File: config.mk
export PLATFORM = sky130hd
export DESIGN_NAME = page_bitmap_allocator
export DESIGN_NICKNAME = d
export VERILOG_FILES = /design/src/pba_pkg.sv /design/src/page_bitmap_allocator.sv /design/src/pba_ram.sv
export SDC_FILE = /design/constraint.sdc
export NUM_CORES = 1
export LEC_CHECK = 0
export ABC_AREA = 1
export BUFFER_PORTS_ARGS = -buffer_cell sky130_fd_sc_hd__buf_4
export CAP_MARGIN = 20
export CELL_PAD_IN_SITES_DETAIL_PLACEMENT = 0
export CELL_PAD_IN_SITES_GLOBAL_PLACEMENT = 1
export CORE_UTILIZATION = 43
export CTS_CLUSTER_DIAMETER = 30
export CTS_CLUSTER_SIZE = 12
export DETAILED_ROUTE_END_ITERATION = 8
export GPL_ROUTABILITY_DRIVEN = 0
export MAX_ROUTING_LAYER = met4
export PLACE_DENSITY_LB_ADDON = 0.12
export RECOVER_POWER = 50
export SLEW_MARGIN = 30
export SYNTH_ARGS = -nofsm -noshare
export SYNTH_HDL_FRONTEND = slang
export SYNTH_HIERARCHICAL = 1
export SYNTH_SLANG_ARGS = --single-unit
File: constraint.sdc
create_clock -name clock -period 6.1 [get_ports clock]
set_clock_uncertainty 0.15 [all_clocks]
set_input_delay 0 -clock clock [delete_from_list [all_inputs] [get_ports clock]]
set_output_delay 0 -clock clock [all_outputs]
set_load 0.02 [all_outputs]
File: src/pba_pkg.sv
// Shared types and constants for the page bitmap allocator.
`timescale 1ns / 1ps

package pba_pkg;

   // Result status codes
   localparam logic [2:0] StOk        = 3'd0;
   localparam logic [2:0] StFull      = 3'd1;
   localparam logic [2:0] StBelow     = 3'd2;
   localparam logic [2:0] StUnaligned = 3'd3;
   localparam logic [2:0] StRange     = 3'd4;

   // Request opcodes
   localparam logic OpAlloc = 1'b0;
   localparam logic OpFree  = 1'b1;

   // Bitmap word geometry
   localparam int WordBits   = 64;
   localparam int BitIdxBits = 6;

   typedef logic [WordBits-1:0]   word_type;
   typedef logic [BitIdxBits-1:0] bit_idx_type;

endpackage

File: src/page_bitmap_allocator.sv
// Top level: first-fit page allocator over a used-bit map held in RAM.
`timescale 1ns / 1ps

// Usage
// - Request channel: req_op / req_release_address are taken at a clock edge
//   with start high and busy low. op 0 allocates the lowest free page, op 1
//   frees the page at req_release_address.
// - Result channel: one beat per request on rsp_page_address / rsp_status,
//   valid for exactly one cycle while rsp_strobe is high. The receiver
//   cannot stall; every beat must be taken when shown.
// - Config: csr_wr_en / csr_wr_data write data_base; write only while idle.
// - Steps from accept to strobe: allocate does RAM read, modify and
//   write-back, then result; a full allocate or a free below data_base
//   goes straight to result. A free adds a check step first; a page size
//   not a power of two adds a reciprocal multiply and remainder step too.
//   A new request may be taken in the strobe cycle.
// - The bitmap lives in 64-bit RAM words; a per-word full bit picks the
//   word to search, and a per-word valid bit makes unwritten words read as
//   all free.
// - Reset: synchronous; clears valid and full bits, data_base and the FSM.
//   No clearing pass is needed, so requests are taken right after reset.

module page_bitmap_allocator #(
   parameter int PAGE_COUNT = 256,
   parameter int PAGE_BYTES = 4096
) (
   input  logic        clock,
   input  logic        reset,
   input  logic        start,
   output logic        busy,
   input  logic        req_op,
   input  logic [31:0] req_release_address,
   output logic        rsp_strobe,
   output logic [31:0] rsp_page_address,
   output logic [2:0]  rsp_status,
   input  logic        csr_wr_en,
   input  logic [31:0] csr_wr_data
);

   localparam int WordCount = (PAGE_COUNT + pba_pkg::WordBits - 1) / pba_pkg::WordBits;
   localparam int WordIdxW  = (WordCount > 1) ? $clog2(WordCount) : 1;
   localparam int LastBits  = PAGE_COUNT - (WordCount - 1) * pba_pkg::WordBits;
   localparam pba_pkg::word_type LastPad = (LastBits == pba_pkg::WordBits) ? '0 :
      ~((pba_pkg::word_type'(1) << LastBits) - pba_pkg::word_type'(1));
   localparam bit IsPow2    = (PAGE_BYTES & (PAGE_BYTES - 1)) == 0;
   localparam int FloorLog2 = $clog2(PAGE_BYTES + 1) - 1;
   localparam int RecipShift = 31 + FloorLog2;
   localparam logic [31:0] Recip32 = 32'((64'd1 << RecipShift) / 64'(PAGE_BYTES));
   localparam logic [31:0] PageBytes32 = 32'(PAGE_BYTES);
   localparam logic [31:0] PageMask32  = 32'(PAGE_BYTES - 1);
   localparam logic [31:0] PageCount32 = 32'(PAGE_COUNT);
   localparam logic [WordIdxW-1:0] LastWord = WordIdxW'(WordCount - 1);

   typedef enum logic [2:0] {
      S_IDLE,
      S_EST,
      S_BACK,
      S_DIV,
      S_READ,
      S_MODIFY,
      S_FINISH
   } state_type;

   state_type             state_ff;
   logic                  op_ff;
   logic [2:0]            status_ff;
   logic [31:0]           base_ff;
   logic [WordIdxW-1:0]   word_ff;
   pba_pkg::bit_idx_type  bit_ff;
   logic [WordCount-1:0]  valid_ff;
   logic [WordCount-1:0]  full_ff;
   logic [31:0]           quo_ff;
   logic [31:0]           rem_ff;
   logic                  rsp_strobe_ff;
   logic [31:0]           rsp_page_address_ff;
   logic [2:0]            rsp_status_ff;

   logic                  ram_rd_en;
   logic                  ram_wr_en;
   pba_pkg::word_type     ram_rd_data;
   pba_pkg::word_type     cur_word;
   pba_pkg::word_type     pad_word;
   pba_pkg::word_type     new_word;
   pba_pkg::word_type     bit_mask;
   pba_pkg::bit_idx_type  zero_bit;
   pba_pkg::bit_idx_type  mod_bit;
   logic [WordIdxW-1:0]   free_word;
   logic                  any_free;
   logic [63:0]           est_prod;
   logic [31:0]           est_quo;
   logic [31:0]           est_back;
   logic                  rem_hi;
   logic [31:0]           rem_val;
   logic [31:0]           quo_val;
   logic [31:0]           alloc_offset;

   // Bitmap storage, one 64-page word per entry
   pba_ram #(
      .WIDTH(pba_pkg::WordBits),
      .DEPTH(WordCount)
   ) u_bitmap (
      .clock  (clock),
      .wr_en  (ram_wr_en),
      .wr_addr(word_ff),
      .wr_data(new_word),
      .rd_en  (ram_rd_en),
      .rd_addr(word_ff),
      .rd_data(ram_rd_data)
   );

   assign ram_rd_en = (state_ff == S_READ);
   assign ram_wr_en = (state_ff == S_MODIFY);

   // First word that still has a free page
   always_comb begin
      free_word = '0;
      for (int w = WordCount - 1; w >= 0; w--) begin
         if (!full_ff[w]) begin
            free_word = WordIdxW'(w);
         end
      end
   end
   assign any_free = ~&full_ff;

   // Current word; never-written words read as all free
   assign cur_word = valid_ff[word_ff] ? ram_rd_data : '0;
   assign pad_word = (word_ff == LastWord) ? LastPad : '0;

   // Lowest clear bit of the word, pad bits count as used
   always_comb begin
      zero_bit = '0;
      for (int b = pba_pkg::WordBits - 1; b >= 0; b--) begin
         if (!(cur_word[b] | pad_word[b])) begin
            zero_bit = pba_pkg::BitIdxBits'(b);
         end
      end
   end

   // Set on allocate, clear on free
   assign mod_bit  = (op_ff == pba_pkg::OpAlloc) ? zero_bit : bit_ff;
   assign bit_mask = pba_pkg::word_type'(1) << mod_bit;
   assign new_word = (op_ff == pba_pkg::OpAlloc) ? (cur_word | bit_mask)
                                                 : (cur_word & ~bit_mask);

   // Quotient estimate by reciprocal multiply, low by at most one
   assign est_prod = 64'(quo_ff) * 64'(Recip32);
   assign est_quo  = 32'(est_prod >> RecipShift);
   assign est_back = quo_ff * PageBytes32;

   // Final quotient and remainder, one correction step
   assign rem_hi  = (rem_ff >= PageBytes32);
   assign rem_val = IsPow2 ? (quo_ff & PageMask32)
                           : (rem_hi ? (rem_ff - PageBytes32) : rem_ff);
   assign quo_val = IsPow2 ? (quo_ff >> $clog2(PAGE_BYTES))
                           : (quo_ff + {31'd0, rem_hi});

   // Byte offset of the allocated page, wraps modulo 2^32
   assign alloc_offset = 32'({word_ff, bit_ff}) * PageBytes32;

   // Control, bitmap summary and result registers
   always_ff @(posedge clock) begin
      if (reset) begin
         state_ff      <= S_IDLE;
         base_ff       <= '0;
         valid_ff      <= '0;
         full_ff       <= '0;
         rsp_strobe_ff <= 1'b0;
      end else begin
         rsp_strobe_ff <= 1'b0;
         if (csr_wr_en) begin
            base_ff <= csr_wr_data;
         end
         unique case (state_ff)
            S_IDLE: begin
               if (start) begin
                  op_ff     <= req_op;
                  status_ff <= pba_pkg::StOk;
                  if (req_op == pba_pkg::OpAlloc) begin
                     word_ff <= free_word;
                     if (any_free) begin
                        state_ff <= S_READ;
                     end else begin
                        status_ff <= pba_pkg::StFull;
                        state_ff  <= S_FINISH;
                     end
                  end else begin
                     quo_ff <= req_release_address - base_ff;
                     rem_ff <= req_release_address - base_ff;
                     if (req_release_address < base_ff) begin
                        status_ff <= pba_pkg::StBelow;
                        state_ff  <= S_FINISH;
                     end else begin
                        state_ff <= IsPow2 ? S_DIV : S_EST;
                     end
                  end
               end
            end
            S_EST: begin
               quo_ff   <= est_quo;
               state_ff <= S_BACK;
            end
            S_BACK: begin
               rem_ff   <= rem_ff - est_back;
               state_ff <= S_DIV;
            end
            S_DIV: begin
               if (rem_val != '0) begin
                  status_ff <= pba_pkg::StUnaligned;
                  state_ff  <= S_FINISH;
               end else if (quo_val >= PageCount32) begin
                  status_ff <= pba_pkg::StRange;
                  state_ff  <= S_FINISH;
               end else begin
                  word_ff  <= quo_val[pba_pkg::BitIdxBits +: WordIdxW];
                  bit_ff   <= quo_val[pba_pkg::BitIdxBits-1:0];
                  state_ff <= S_READ;
               end
            end
            S_READ: begin
               state_ff <= S_MODIFY;
            end
            S_MODIFY: begin
               bit_ff            <= mod_bit;
               valid_ff[word_ff] <= 1'b1;
               full_ff[word_ff]  <= &(new_word | pad_word);
               state_ff          <= S_FINISH;
            end
            S_FINISH: begin
               rsp_strobe_ff <= 1'b1;
               rsp_status_ff <= status_ff;
               if (op_ff == pba_pkg::OpAlloc && status_ff == pba_pkg::StOk) begin
                  rsp_page_address_ff <= base_ff + alloc_offset;
               end else begin
                  rsp_page_address_ff <= '0;
               end
               state_ff <= S_IDLE;
            end
            default: begin
               state_ff <= S_IDLE;
            end
         endcase
      end
   end

   assign busy             = (state_ff != S_IDLE);
   assign rsp_strobe       = rsp_strobe_ff;
   assign rsp_page_address = rsp_page_address_ff;
   assign rsp_status       = rsp_status_ff;

endmodule

File: src/pba_ram.sv
// Generic single-write, single-read RAM with registered read data.
`timescale 1ns / 1ps

module pba_ram #(
   parameter int WIDTH = 64,
   parameter int DEPTH = 4
) (
   input  logic                                   clock,
   input  logic                                   wr_en,
   input  logic [(DEPTH > 1 ? $clog2(DEPTH) : 1)-1:0] wr_addr,
   input  logic [WIDTH-1:0]                       wr_data,
   input  logic                                   rd_en,
   input  logic [(DEPTH > 1 ? $clog2(DEPTH) : 1)-1:0] rd_addr,
   output logic [WIDTH-1:0]                       rd_data
);

   logic [WIDTH-1:0] mem_ff [DEPTH];
   logic [WIDTH-1:0] rd_data_ff;

   // Write port
   always_ff @(posedge clock) begin
      if (wr_en) begin
         mem_ff[wr_addr] <= wr_data;
      end
   end

   // Registered read port
   always_ff @(posedge clock) begin
      if (rd_en) begin
         rd_data_ff <= mem_ff[rd_addr];
      end
   end

   assign rd_data = rd_data_ff;

endmodule
# Yosys cells after proc, flatten, opt, wreduce, memory -nomap -nowiden
# Memories as Yosys holds them, arrays and structs flattened. A register that Yosys moved wholly into a read port is not among the register bits.
# Index checks and enable logic that the tools add are counted.
dict set report word_totals {
  mem_bits_rw 256
  out_inout_bits 37
  inputBits 69
  word_cells 159
  rom_bits 0
  mem_count 1
  latch_bits 0
  register_bits 123
}
# name words width rd rd_clocked_by_memory_dff write_ports line_no
set memory_table {}
lappend memory_table {u_bitmap.mem_ff 4 64 1 1 1 pba_ram.sv:17} ;# logic [WIDTH-1:0] mem_ff [DEPTH];
dict set report op_classes {
  multipliers 0
  n_bitwise 6
  n_reduce_logical 17
  addsub 2
  order_cmp 4
  mux 104
  div_mod_pow 0
  eq_ne 12
  shifts 1
}
# op n
set ops {}
lappend ops {{$mux W6} 67}
lappend ops {{$mux W64} 2}
lappend ops {{$and A64 B64 Y64} 1}
lappend ops {{$mux W32} 2}
lappend ops {{$not A64 Y64} 1}
lappend ops {{$or A64 B64 Y64} 1}
lappend ops {{$pmux W32 S2} 1}
lappend ops {{$reduce_and A64 Y1} 1}
lappend ops {{$shl A1 B6 Y64 const A} 1}
lappend ops {{$add A32 B20 Y32} 1}
lappend ops {{$lt A32 B32 Y1} 1}
lappend ops {{$reduce_bool A32 Y1} 1}
lappend ops {{$sub A32 B32 Y32} 1}
lappend ops {{$mux W2} 12}
lappend ops {{$mux W3} 7}
lappend ops {{$ge A20 B9 Y1 const B} 1}
lappend ops {{$pmux W3 S6} 1}
lappend ops {{$reduce_and A4 Y1} 4}
lappend ops {{$pmux W6 S2} 1}
lappend ops {{$ne A2 B2 Y1 const B} 5}
lappend ops {{$eq A3 B3 Y1 const B} 3}
lappend ops {{$eq A3 B2 Y1 const B} 2}
lappend ops {{$logic_not A3 Y1} 2}
lappend ops {{$mux W1} 6}
lappend ops {{other kinds (17)} 21}

# Longest topological paths before layout
# Gate-level depths: netlist of run 1.
dict set report logic_depth {
  ltp_word 74
  mapped_depth 78
  mapped_depth_nobuf 77
}

# Cells and area by module
# The synthesis of run 1 kept the hierarchy.
# module seq_area_each_um2 area_each_um2 cells_per_inst n_inst
set by_module_without_submodules {}
lappend by_module_without_submodules {pba_ram 9609.2 12683.4 1074 1}
lappend by_module_without_submodules {page_bitmap_allocator 3253.1 9557.9 1451 1}

# Least setup slack after synthesis of run 1
# No wires, ideal clock.
dict set report synth_timing {
  kind {register -> register}
  start {reg state_ff[1]}
  end {reg quo_ff[0], enable pin}
  path_buffers 0
  arrival_ps 6070
  slack_ps -714
  synth_period_minus_slack_ps 6814
  required_time_ps 5356
  stages_incl_launch_ff 7
  setup_time_ps 594
  cell_sequence {dfxtp_1 inv_1 nand2_1 nor2_1 nor2_1 inv_1 a2111oi_0}
}
dict set report synth_between {
  elab_chain_len 3
  word_cells_on_any_way 6
  classes_between {3 x eq/ne; 3 x reduce/logical}
}
# item line_no
set synth_rtl {}
lappend synth_rtl {{start: declaration} page_bitmap_allocator.sv:64} ;# state_type state_ff;
lappend synth_rtl {{start signal: assignment} page_bitmap_allocator.sv:193} ;# state_ff <= IsPow2 ? S_DIV : S_EST;
lappend synth_rtl {{$eq A3 B1 Y1 / $logic_not A3 Y1 (equally long branches)} page_bitmap_allocator.sv:173} ;# unique case (state_ff)
lappend synth_rtl {{$reduce_bool A2 Y1 (no source line) / $ne A2 B2 Y1 (equally long branches)} --}
lappend synth_rtl {{$reduce_and A4 Y1 (no source line) (*)} --}
lappend synth_rtl {{end signal: assignment} page_bitmap_allocator.sv:187} ;# quo_ff <= req_release_address - base_ff;
lappend synth_rtl {{end signal: assignment} page_bitmap_allocator.sv:199} ;# quo_ff <= est_quo;
lappend synth_rtl {{end: declaration} page_bitmap_allocator.sv:72} ;# logic [31:0] quo_ff;
# Mark *: on every way between the ends. The rest lies on a longest branch, timed or not.
# A chain may end at the register's enable or synchronous reset.

# Worst setup path after layout of run 1
dict set report layout_timing {
  start {reg word_ff[0]}
  end {reg full_ff[3]}
}
dict set report layout_between {
  elab_chain_len 74
  word_cells_on_any_way 80
  classes_between {2 x order compare; 1 x shift; 72 x mux; 3 x bitwise; 2 x reduce/logical}
}
# item line_no
set layout_rtl {}
lappend layout_rtl {{start: declaration} page_bitmap_allocator.sv:68} ;# logic [WordIdxW-1:0] word_ff;
lappend layout_rtl {{start signal: assignment} page_bitmap_allocator.sv:179} ;# word_ff <= free_word;
lappend layout_rtl {{start signal: assignment} page_bitmap_allocator.sv:214} ;# word_ff <= quo_val[pba_pkg::BitIdxBits +: WordIdxW];
lappend layout_rtl {{$bmux W1 S2} page_bitmap_allocator.sv:126} ;# assign cur_word = valid_ff[word_ff] ? ram_rd_data : '0;
lappend layout_rtl {{$mux W1 (not written as such)} page_bitmap_allocator.sv:126}
lappend layout_rtl {{$mux W64} page_bitmap_allocator.sv:126}
lappend layout_rtl {{$mux W6 (64 in a row)} page_bitmap_allocator.sv:133} ;# if (!(cur_word[b] | pad_word[b])) begin
lappend layout_rtl {{$mux W6} page_bitmap_allocator.sv:140} ;# assign mod_bit = (op_ff == pba_pkg::OpAlloc) ? zero_bit : bit_ff;
lappend layout_rtl {{$shl A1 B6 Y64} page_bitmap_allocator.sv:141} ;# assign bit_mask = pba_pkg::word_type'(1) << mod_bit;
lappend layout_rtl {{$not A64 Y64} page_bitmap_allocator.sv:143} ;# : (cur_word & ~bit_mask);
lappend layout_rtl {{$and A64 B64 Y64} page_bitmap_allocator.sv:143}
lappend layout_rtl {{$mux W64} page_bitmap_allocator.sv:142} ;# assign new_word = (op_ff == pba_pkg::OpAlloc) ? (cur_word | bit_mask)
lappend layout_rtl {{$reduce_and A64 Y1} page_bitmap_allocator.sv:225} ;# full_ff[word_ff] <= &(new_word | pad_word);
lappend layout_rtl {{$bwmux W4 (*)} page_bitmap_allocator.sv:225}
lappend layout_rtl {{end signal: indexed assignment} page_bitmap_allocator.sv:225}
lappend layout_rtl {{end: declaration} page_bitmap_allocator.sv:71} ;# logic [WordCount-1:0] full_ff;
# Mark *: on every way between the ends. The rest lies on a longest branch, timed or not. The select of a mux whose other input is x is not followed.

==> impl_metrics.csv, run 1 <==
group,metric,value,unit
routing,vias,18100,
clock_tree,cts_tree,"built",
floorplanning,io-pin-count,106,
sta,period_share,0.977,
pwr,p_leak,12.8,nW
critical_path,end_kind,"register",
logic_synthesis,syn_nets,2636,
pwr,power.switching,3.15,mW
routing,ant_nets,0,
sta,slew_viol_final,88,
logic_synthesis,ys_warn_count,6,
cells_and_area,nets,2962,
floorplanning,die_area,52600,sq um
status,run_status,"finished with violations",
grt,grt_overflow,0,
grt,grt_pass1_vias,17400,
grt,grtUsageTotal,0.249,
critical_path,path_max_fanout,32,
clock_tree,ctsHtreeMaxLevel,3,
logic_synthesis,yosysUniqueCellTypes,44,
pwr,seqPwrFrac,0.363,
clock_tree,cts_root_buffer,"clkbuf_16",
floorplanning,dieWidth,229,um
floorplanning,core,50600,sq um
sta,setup_viol,0,
cells_and_area,final_util,0.572,
sta,rsz0062_at_grt,"true",
routing,vias_per_cell,5.02,
clock_tree,numCtsBuffers,95,
pwr,intPower,7.83,mW
sta,min_period,5.96,ns
sta,relSlewSlack,-0.518,
critical_path,cp.arrival,6.37,ns
pwr,combPwrFrac,0.162,
critical_path,required,6.51,ns
critical_path,startpoint_type,"register",
routing,firstDrtPassIters,5,
routing,routed_wl,63000,um
cells_and_area,final_layout_size_suffix_gt1_frac,0.131,
sta,setup_ws,0.139,ns
grt,antenna_found_initial,0,
grt,grt_pass1_wl,97300,um
critical_path,path_class,"register to register",
logic_synthesis,async_flop_share,0,
status,failed_checks,"capacitance limit, slew limit",
logic_synthesis,seq_area_frac_synth,0.578,
cells_and_area,stdcell_area,28900,sq um
logic_synthesis,netlist_area,22200,sq um
critical_path,critical_path.slowest_cell,"inv_1",
placed_design,dpl.hpwl,40600,um
critical_path,max_stage_delay,0.53,ns
critical_path,crit_path_frequent_cell,"nand2_1",
clock_tree,clock_latency,0.63,ns
logic_synthesis,ys.flop_type,"edfxtp_1",
pwr,p_per_area,380,nW/um^2
sta,finalHoldViolations,0,
grt,grt_max_degree,79,
cells_and_area,synthToLayoutAreaGrowth,30.1,%
cells_and_area,diodes,0,
pwr,clockPowerShare,0.475,
clock_tree,clockBufferDepth,3,
placed_design,place_area,23900,sq um
logic_synthesis,ys_seq_elements,443,
pwr,swShare,0.287,
logic_synthesis,syn_avg_cell_area,8.81,sq um
floorplanning,start_util,0.440,
sta,worstMarginPinSlew,2.28,ns
placed_design,io_buffer_count,105,
logic_synthesis,synthCells,2525,
pwr,max-vdd-ir-drop,0.354,mV
placed_design,pre_cts_ws,0.0751,ns
routing,drcViolationCount,0,
floorplanning,rows,82,
flow_run,max_cap_violations,3,
sta,fmax,168,MHz
logic_synthesis,synth_edf_count,399,
worst_hold_path,min-delay-path-class,"input port to register",
floorplanning,die_h,229,um
routing,first_iter_violations,1595,
routing,wire_per_inst,17.5,um
clock_tree,clkTransAtPathRegs,0.05,ns
clock_tree,clock_sinks,443,
path summary, 6_finish.rpt:
| kind | end | slack, ns | cells past startpoint | start |
|---|---|---|---|---|
| worst min-delay path | valid_ff[0] | 0.04 | 3 | reset |
| worst max register to register | full_ff[3] | 0.14 | 29 | word_ff[0] |
| worst min register to register | rsp_status[1] | 0.33 | 0 | status_ff[1] |
| worst max-delay path | full_ff[3] | 0.14 | 29 | word_ff[0] |
synthesized netlist by cell type (3+ instances only):
master | number | share of area
a211oi_1 | 4 | 0.0014
a21oi_1 | 91 | 0.020
a21oi_2 | 4 | 0.0016
a31oi_1 | 4 | 0.0011
buf_1 | 12 | 0.0020
buf_2 | 22 | 0.0050
buf_4 | 14 | 0.0047
clkbuf_1 | 49 | 0.0083
dfxtp_1 | 44 | 0.040
edfxtp_1 | 399 | 0.54
ha_1 | 40 | 0.023
inv_1 | 464 | 0.078
inv_2 | 5 | 0.00084
nand2_1 | 724 | 0.12
nand2_2 | 3 | 0.00084
nand3_1 | 231 | 0.052
nand4_1 | 42 | 0.012
nand4_2 | 5 | 0.0028
nor2_1 | 155 | 0.026
nor2_2 | 20 | 0.0056
nor3_1 | 21 | 0.0047
nor4_1 | 15 | 0.0042
o21a_1 | 7 | 0.0024
o21ai_0 | 97 | 0.022
o21ai_1 | 6 | 0.0014
o21bai_1 | 5 | 0.0017
o31ai_1 | 6 | 0.0020
xnor2_1 | 8 | 0.0032
xor2_1 | 8 | 0.0032
logic make-up (layout without fill, tap and decap cells):
group / count (synthesis) / after routing / share of synthesized area
and+or+nand+nor: 1219 / 1220 / 0.233
adders and majority gates: 42 / 42 / 0.0243
AOI/OAI and AO/OA: 236 / 236 / 0.0586
buffers and inverters: 569 / 976 / 0.100
DFF: 443 / 443 / 0.578
xor gates and xnor gates: 16 / 16 / 0.00630
flip-flops by register name, summed over array words and instances (netlist names):
register and cells:
base_ff 32, quo_ff 32, rsp_strobe 1, word_ff 2
op_ff 1, bit_ff 6, full_ff 4, u_bitmap/mem_ff 256
valid_ff 4, state_ff 3, u_bitmap/rd_data 64, status_ff 3
rsp_page_address 32, rsp_status 3
cell type report:
class,count,area (sq um)
Inverter,471,1770
Fill cell,4428,21600
Timing Repair Buffer,326,2730
Sequential cell,443,12900
Clock buffer,108,2480
Clock inverter,71,840
Tap cell,672,841
Multi-Input combinational cell,1514,7420
placed cells by master, fill, tap and decap left out, types with 13 or more instances in the layout:
cell type	netlist	routed
nand2_2	3	21
nand2_1	724	703
a21oi_1	91	91
nand4_1	42	42
nor2_1	155	140
nor4_1	15	14
edfxtp_1	399	399
bufinv_16	0	14
inv_1	464	460
nor2_2	20	25
ha_1	40	40
clkinv_2	0	15
o21ai_0	97	92
clkbuf_1	49	50
dlygate4sd3_1	0	154
nand3_1	231	228
nor3_1	21	17
buf_4	14	123
dfxtp_1	44	44
clkinv_1	2	13
clkbuf_16	0	97
metrics by stage:
step | hold WS (ns) | power [mW] | instances | setup TNS, ns
finish | 0.0375 | 11.0 | 3605 | 0
global route | 0.0350 | 11.5 | 3605 | -8.17
CTS | 0.00982 | 11.0 | 3594 | 0
detailed placement | 0.0850 | 5.65 | 3261 | 0
global placement | 0.0766 | 5.64 | 3261 | -0.166
floorplan | -0.0511 | 5.08 | 2525 | 0
layer usage:
| layer | wire [um] | global-route usage | part of all wire | vias to the layer above |
|---|---|---|---|---|
| li1 | - | - | - | 8890 |
| met1 | 28700 | 0.337 | 0.46 | 8474 |
| met2 | 28200 | 0.371 | 0.45 | 589 |
| met3 | 4260 | 0.0491 | 0.068 | 135 |
| met4 | 1840 | 0.0894 | 0.029 | 0 |
| met5 | 0 | - | 0 | - |
power groups by stage:
stage	Combinational (mW)	Clock, mW	Sequential (mW)
floorplan	1.12	0	3.95
global placement	1.61	0	4.03
detailed placement	1.62	0	4.03
CTS	1.76	5.29	3.98
global route	1.99	5.45	4.01
finish	1.78	5.22	3.99
what timing repair did:
| item | 4_1_cts | 5_1_grt |
|---|---|---|
| setup buffers | 0 | 11 |
| resized for setup | 0 | 75 |
| endpoints found under the setup margin | 0 | 152 |
| hold buffers | 154 | 0 |
| endpoints found under the hold margin | 126 | 0 |
critical path: cells and delay by family, from the launching register on:
| kind | cells | cell delay (ns) |
|---|---|---|
| and+or+nand+nor | 17 | 2.73 |
| buffers and inverters | 9 | 2.03 |
| DFF | 1 | 0.50 |
| AOI/OAI and AO/OA | 3 | 0.43 |
Power figures use the tool's default switching activity.
==> run 2: changes to the inputs <==
--- a/config.mk
+++ b/config.mk
@@ -10,7 +10,7 @@
 export CAP_MARGIN = 20
 export CELL_PAD_IN_SITES_DETAIL_PLACEMENT = 0
 export CELL_PAD_IN_SITES_GLOBAL_PLACEMENT = 1
-export CORE_UTILIZATION = 43
+export CORE_UTILIZATION = 35
 export CTS_CLUSTER_DIAMETER = 30
 export CTS_CLUSTER_SIZE = 12
 export DETAILED_ROUTE_END_ITERATION = 8
==> impl_metrics.csv, run 2 (synthesized netlist as in run 1, its figures left out) <==
group,metric,value,unit
grt,grt_max_degree,71,
pwr,p_leak,13.2,nW
floorplanning,io-pin-count,106,
critical_path,end_kind,"register",
placed_design,dpl.hpwl,43300,um
grt,grtUsageTotal,0.217,
flow_run,max_cap_violations,10,
placed_design,io_buffer_count,105,
critical_path,startpoint_type,"register",
cells_and_area,synthToLayoutAreaGrowth,34.3,%
cells_and_area,nets,3027,
grt,grt.busiest_layer,"met2",
routing,drcViolationCount,0,
worst_hold_path,holdPathStages,4,
cells_and_area,largest_register_ff_count,256,
cells_and_area,layout_common_cells,"nand2_1 (697), inv_1 (454), edfxtp_1 (399), nand3_1 (230), dlygate4sd3_1 (161)",
grt,grt_use_met1,0.300,
floorplanning,start_util,0.353,
grt,antenna_found_initial,0,
sta,worstMarginPinSlew,4.45,ns
critical_path,required,6.53,ns
cells_and_area,fillers,6044,
status,failed_checks,"capacitance limit, slew limit, setup timing",
routing,routed_wl,66500,um
cells_and_area,final_common_cell,"nand2_1",
pwr,p_total,11.5,mW
cells_and_area,largest_register,"u_bitmap/mem_ff",
sta,min_period,6.12,ns
grt,grt_overflow,0,
cells_and_area,seq_area,12900,sq um
clock_tree,clock_latency,0.65,ns
clock_tree,cts_tree,"built",
critical_path,critical_path.slowest_cell,"edfxtp_1",
routing,vias_per_cell,4.70,
critical_path,rr_worst_depth,42,
critical_path,path_buf_inv,5,
grt,use_met3,0.0350,
grt,grt_pass1_vias,17900,
routing,ant_nets,0,
grt,grt_pass1_wl,103000,um
routing,wire_per_inst,17.3,um
sta,setup_ws,-0.0169,ns
sta,setup_viol,2,
clock_tree,ctsHtreeMaxLevel,3,
routing,first_iter_violations,1157,
critical_path,path_max_fanout,7,
cells_and_area,multi_input_area,7360,sq um
critical_path,cp.arrival,6.55,ns
sta,slew_viol_final,402,
critical_path,max_stage_delay,0.47,ns
clock_tree,clkTransAtPathRegs,0.04,ns
grt,grtUsageMet2,0.328,
routing,vias,18100,
pwr,p_per_area,385,nW/um^2
sta,fmax,163,MHz
cells_and_area,final_layout_size_suffix_gt1_frac,0.147,
clock_tree,numCtsBuffers,109,
critical_path,crit_path_frequent_cell,"nand2_1",
sta,rsz0062_at_grt,"true",
clock_tree,clockBufferDepth,3,
floorplanning,die_area,64600,sq um
sta,period_share,1.00,
cells_and_area,diodes,0,
status,run_status,"finished with violations",
floorplanning,die_h,254,um
clock_tree,cts_root_buffer,"clkbuf_16",
sta,setup_tns,-0.0221,ns
worst_hold_path,min-delay-path-class,"input port to register",
routing,firstDrtPassIters,8,
sta,finalHoldViolations,0,
floorplanning,dieWidth,254,um
floorplanning,core,63000,sq um
critical_path,cp.depth,42,
floorplanning,rows,92,
sta,relSlewSlack,-1.97,
clock_tree,clock_sinks,443,
critical_path,path_class,"register to register",
pwr,max-vdd-ir-drop,0.288,mV
critical_path,worst_path_dominant_cell_family,"simple AND/OR/NAND/NOR gates",
==> run 2: area by class of cell <==
cell class | instances | area share
Clock inverter | 89 | 0.0312
Multi-Input combinational cell | 1513 | 0.247
Clock buffer | 116 | 0.0922
Inverter | 471 | 0.0596
Sequential cell | 443 | 0.431
Timing Repair Buffer | 378 | 0.105
Tap cell | 846 | 0.0354
==> run 2: path summary, 6_finish.rpt <==
| check | startpoint | endpoint | slack [ns] |
|---|---|---|---|
| max | word_ff[0] | full_ff[0] | -0.02 |
| min | start | op_ff | 0.12 |
| max reg2reg | word_ff[0] | full_ff[0] | -0.02 |
| min reg2reg | status_ff[0] | rsp_status[0] | 0.30 |
==> run 2: per-layer routing <==
layer / part of all wire / up-vias
met5: 0 / -
met4: 0.021 / 0
met3: 0.040 / 108
met2: 0.45 / 360
met1: 0.49 / 8616
li1: - / 9026
==> run 2: metrics by stage <==
| step | setup slack, ns | hold WS (ns) | cells | cell area [sq um] | util |
|---|---|---|---|---|---|
| after floorplan | 0.154 | -0.0511 | 2525 | 22200 | - |
| after global placement | -0.134 | 0.0795 | 3480 | 24500 | 0.389 |
| after detailed placement | -0.108 | 0.0773 | 3480 | 24500 | 0.389 |
| after CTS | 0.00838 | 0.0612 | 3848 | 29800 | 0.473 |
| after global routing | -0.684 | 0.123 | 3856 | 29900 | 0.474 |
| final | -0.0169 | 0.116 | 3856 | 29900 | 0.474 |
==> run 2: power by group <==
part	total [mW]	internal (mW)	switching (mW)
clock	5.69	3.85	1.84
combinational	1.79	0.589	1.20
sequential	4.03	3.77	0.259
total	11.5	8.22	3.30
==> run 2: worst register-to-register path, delay by kind of cell (launching register included) <==
family | cells | cell delay, ns
AOI/OAI and AO/OA | 14 | 2.25
and+or+nand+nor | 23 | 2.42
buffers and inverters | 5 | 0.76
DFF | 1 | 0.47
==> run 2: timing repair <==
| item | CTS | global route |
|---|---|---|
| pin swaps | 1 | 43 |
| resized for setup | 3 | 82 |
| endpoints found under the hold margin | 141 | 0 |
| setup buffers | 2 | 12 |
| hold buffers | 161 | 0 |
| setup endpoints to repair | 4 | 184 |
==> run 3: changes to the inputs <==
--- a/config.mk
+++ b/config.mk
@@ -8,8 +8,6 @@
 export ABC_AREA = 1
 export BUFFER_PORTS_ARGS = -buffer_cell sky130_fd_sc_hd__buf_4
 export CAP_MARGIN = 20
-export CELL_PAD_IN_SITES_DETAIL_PLACEMENT = 0
-export CELL_PAD_IN_SITES_GLOBAL_PLACEMENT = 1
 export CORE_UTILIZATION = 35
 export CTS_CLUSTER_DIAMETER = 30
 export CTS_CLUSTER_SIZE = 12
==> impl_metrics.csv, run 3 (synthesized netlist as in run 1, its figures left out) <==
group,metric,value,unit
status,run_status,"finished with violations",
status,failed_checks,"capacitance limit, slew limit",
cells_and_area,final_cells,3828,
floorplanning,start_util,0.353,
critical_path,worst_path_dominant_cell_family,"simple AND/OR/NAND/NOR gates",
placed_design,dp_cells,3460,
clock_tree,clock_sinks,443,
sta,min_period,5.97,ns
routing,firstDrtPassIters,6,
floorplanning,die_h,254,um
critical_path,path_buf_inv,5,
pwr,swShare,0.275,
grt,grt_pass1_vias,17800,
routing,wire_per_inst,16.9,um
worst_hold_path,min-delay-path-class,"input port to register",
sta,period_share,0.979,
cells_and_area,nets,3003,
sta,worstMarginPinSlew,2.53,ns
clock_tree,ctsHtreeMaxLevel,3,
pwr,intPower,8.57,mW
clock_tree,numCtsBuffers,105,
sta,slew_viol_final,144,
clock_tree,cts_tree,"built",
grt,grtUsageTotal,0.210,
pwr,seqPwrFrac,0.338,
cells_and_area,diodes,0,
critical_path,path_class,"register to register",
sta,rsz0062_at_grt,"true",
critical_path,startpoint_type,"register",
critical_path,crit_path_frequent_cell,"nand2_1",
critical_path,max_stage_delay,0.51,ns
critical_path,cp.arrival,6.40,ns
grt,grt_overflow,0,
grt,grt_max_degree,73,
critical_path,path_max_fanout,8,
pwr,p_total,11.8,mW
routing,routed_wl,64500,um
cells_and_area,layout_common_cells,"nand2_1 (704), inv_1 (463), edfxtp_1 (399), nand3_1 (230), dlygate4sd3_1 (165)",
clock_tree,clkTransAtPathRegs,0.05,ns
pwr,max-vdd-ir-drop,0.209,mV
sta,setup_tns,0,ns
routing,first_iter_violations,1181,
floorplanning,rows,92,
sta,setup_viol,0,
cells_and_area,final_layout_size_suffix_gt1_frac,0.139,
pwr,p_per_area,395,nW/um^2
critical_path,required,6.53,ns
sta,finalHoldViolations,0,
floorplanning,io-pin-count,106,
cells_and_area,synthToLayoutAreaGrowth,34.5,%
cells_and_area,fillers,5881,
cells_and_area,largest_register_ff_count,256,
pwr,power.switching,3.26,mW
floorplanning,die_area,64600,sq um
pwr,clockPowerShare,0.510,
cells_and_area,largest_register,"u_bitmap/mem_ff",
floorplanning,core,63000,sq um
grt,antenna_found_initial,0,
critical_path,critical_path.slowest_cell,"edfxtp_1",
placed_design,io_buffer_count,105,
routing,drcViolationCount,0,
floorplanning,dieWidth,254,um
routing,vias,18200,
pwr,p_leak,13.2,nW
placed_design,dpl.hpwl,41900,um
cells_and_area,final_common_cell,"nand2_1",
clock_tree,clockBufferDepth,3,
sta,fmax,167,MHz
clock_tree,clock_latency,0.65,ns
critical_path,end_kind,"register",
sta,relSlewSlack,-0.687,
routing,vias_per_cell,4.77,
grt,grt_pass1_wl,100000,um
routing,ant_nets,0,
flow_run,max_cap_violations,4,
pwr,combPwrFrac,0.151,
clock_tree,cts_root_buffer,"clkbuf_16",
## run 3: cell count changes in the layout (fill, tap and decap cells not counted), sizes merged, moves of 4 or more
cell         previous run  this run
buf                   168       150
bufinv                 14        25
clkbuf                165       156
clkinv                 49        41
clkinvlp               20        12
dlygate4sd3           161       165
## run 3: metrics by stage
| step | utilization | setup WS, ns | cell area [sq um] | hold slack [ns] |
|---|---|---|---|---|
| final | 0.475 | 0.129 | 29900 | 0.133 |
| after global routing | 0.475 | -0.390 | 29900 | 0.160 |
| after CTS | 0.474 | 0.0417 | 29800 | 0.0540 |
| after detailed placement | 0.386 | 0.0818 | 24300 | 0.0877 |
| after global placement | 0.386 | -0.0793 | 24300 | 0.0848 |
| after floorplan | - | 0.154 | 22200 | -0.0511 |
## run 3: final cells by class
| cell class | count | area [sq um] | share of cell area |
|---|---|---|---|
| Clock buffer | 114 | 2680 | 0.0897 |
| Inverter | 471 | 1770 | 0.0592 |
| Sequential cell | 443 | 12900 | 0.430 |
| Timing Repair Buffer | 357 | 2960 | 0.0989 |
| Multi-Input combinational cell | 1514 | 7390 | 0.247 |
| Tap cell | 846 | 1060 | 0.0354 |
| Clock inverter | 83 | 1190 | 0.0397 |
## run 3: what timing repair did
| item | CTS | global route |
|---|---|---|
| endpoints found under the hold margin | 158 | 0 |
| gates resized for setup | 0 | 59 |
| hold buffers | 165 | 0 |
| setup buffers | 0 | 5 |
| setup endpoints to repair | 0 | 116 |
## run 3: worst paths after layout
kind,start,slack [ns],cells after the start,end
worst max-delay path,word_ff[0],0.13,42,full_ff[3]
worst min-delay path,start,0.13,4,op_ff
worst max register to register,word_ff[0],0.13,42,full_ff[3]
worst min register to register,valid_ff[2],0.32,2,valid_ff[2]
## run 3: power by group through the flow
| stage | Sequential (mW) | Combinational, mW | Clock [mW] |
|---|---|---|---|
| after floorplan | 3.95 | 1.12 | 0 |
| after global placement | 4.04 | 1.65 | 0 |
| after detailed placement | 4.03 | 1.67 | 0 |
| after CTS | 3.98 | 1.82 | 6.13 |
| after global routing | 4.02 | 2.02 | 6.30 |
| final | 4.00 | 1.79 | 6.03 |
## run 3: layer usage
metal | vias to the layer above | track usage | routed length [um]
met5 | - | - | 0
met4 | 0 | 0.0771 | 1620
met3 | 119 | 0.0311 | 3480
met2 | 493 | 0.323 | 29800
met1 | 8660 | 0.280 | 29700
li1 | 8971 | - | -
## run 3: worst reg2reg max path, delay by kind of cell, from the launching register on
family,cells,cell delay [ns]
simple gates,24,2.25
buf+inv,5,0.76
compound gates,13,2.22
flops,1,0.51
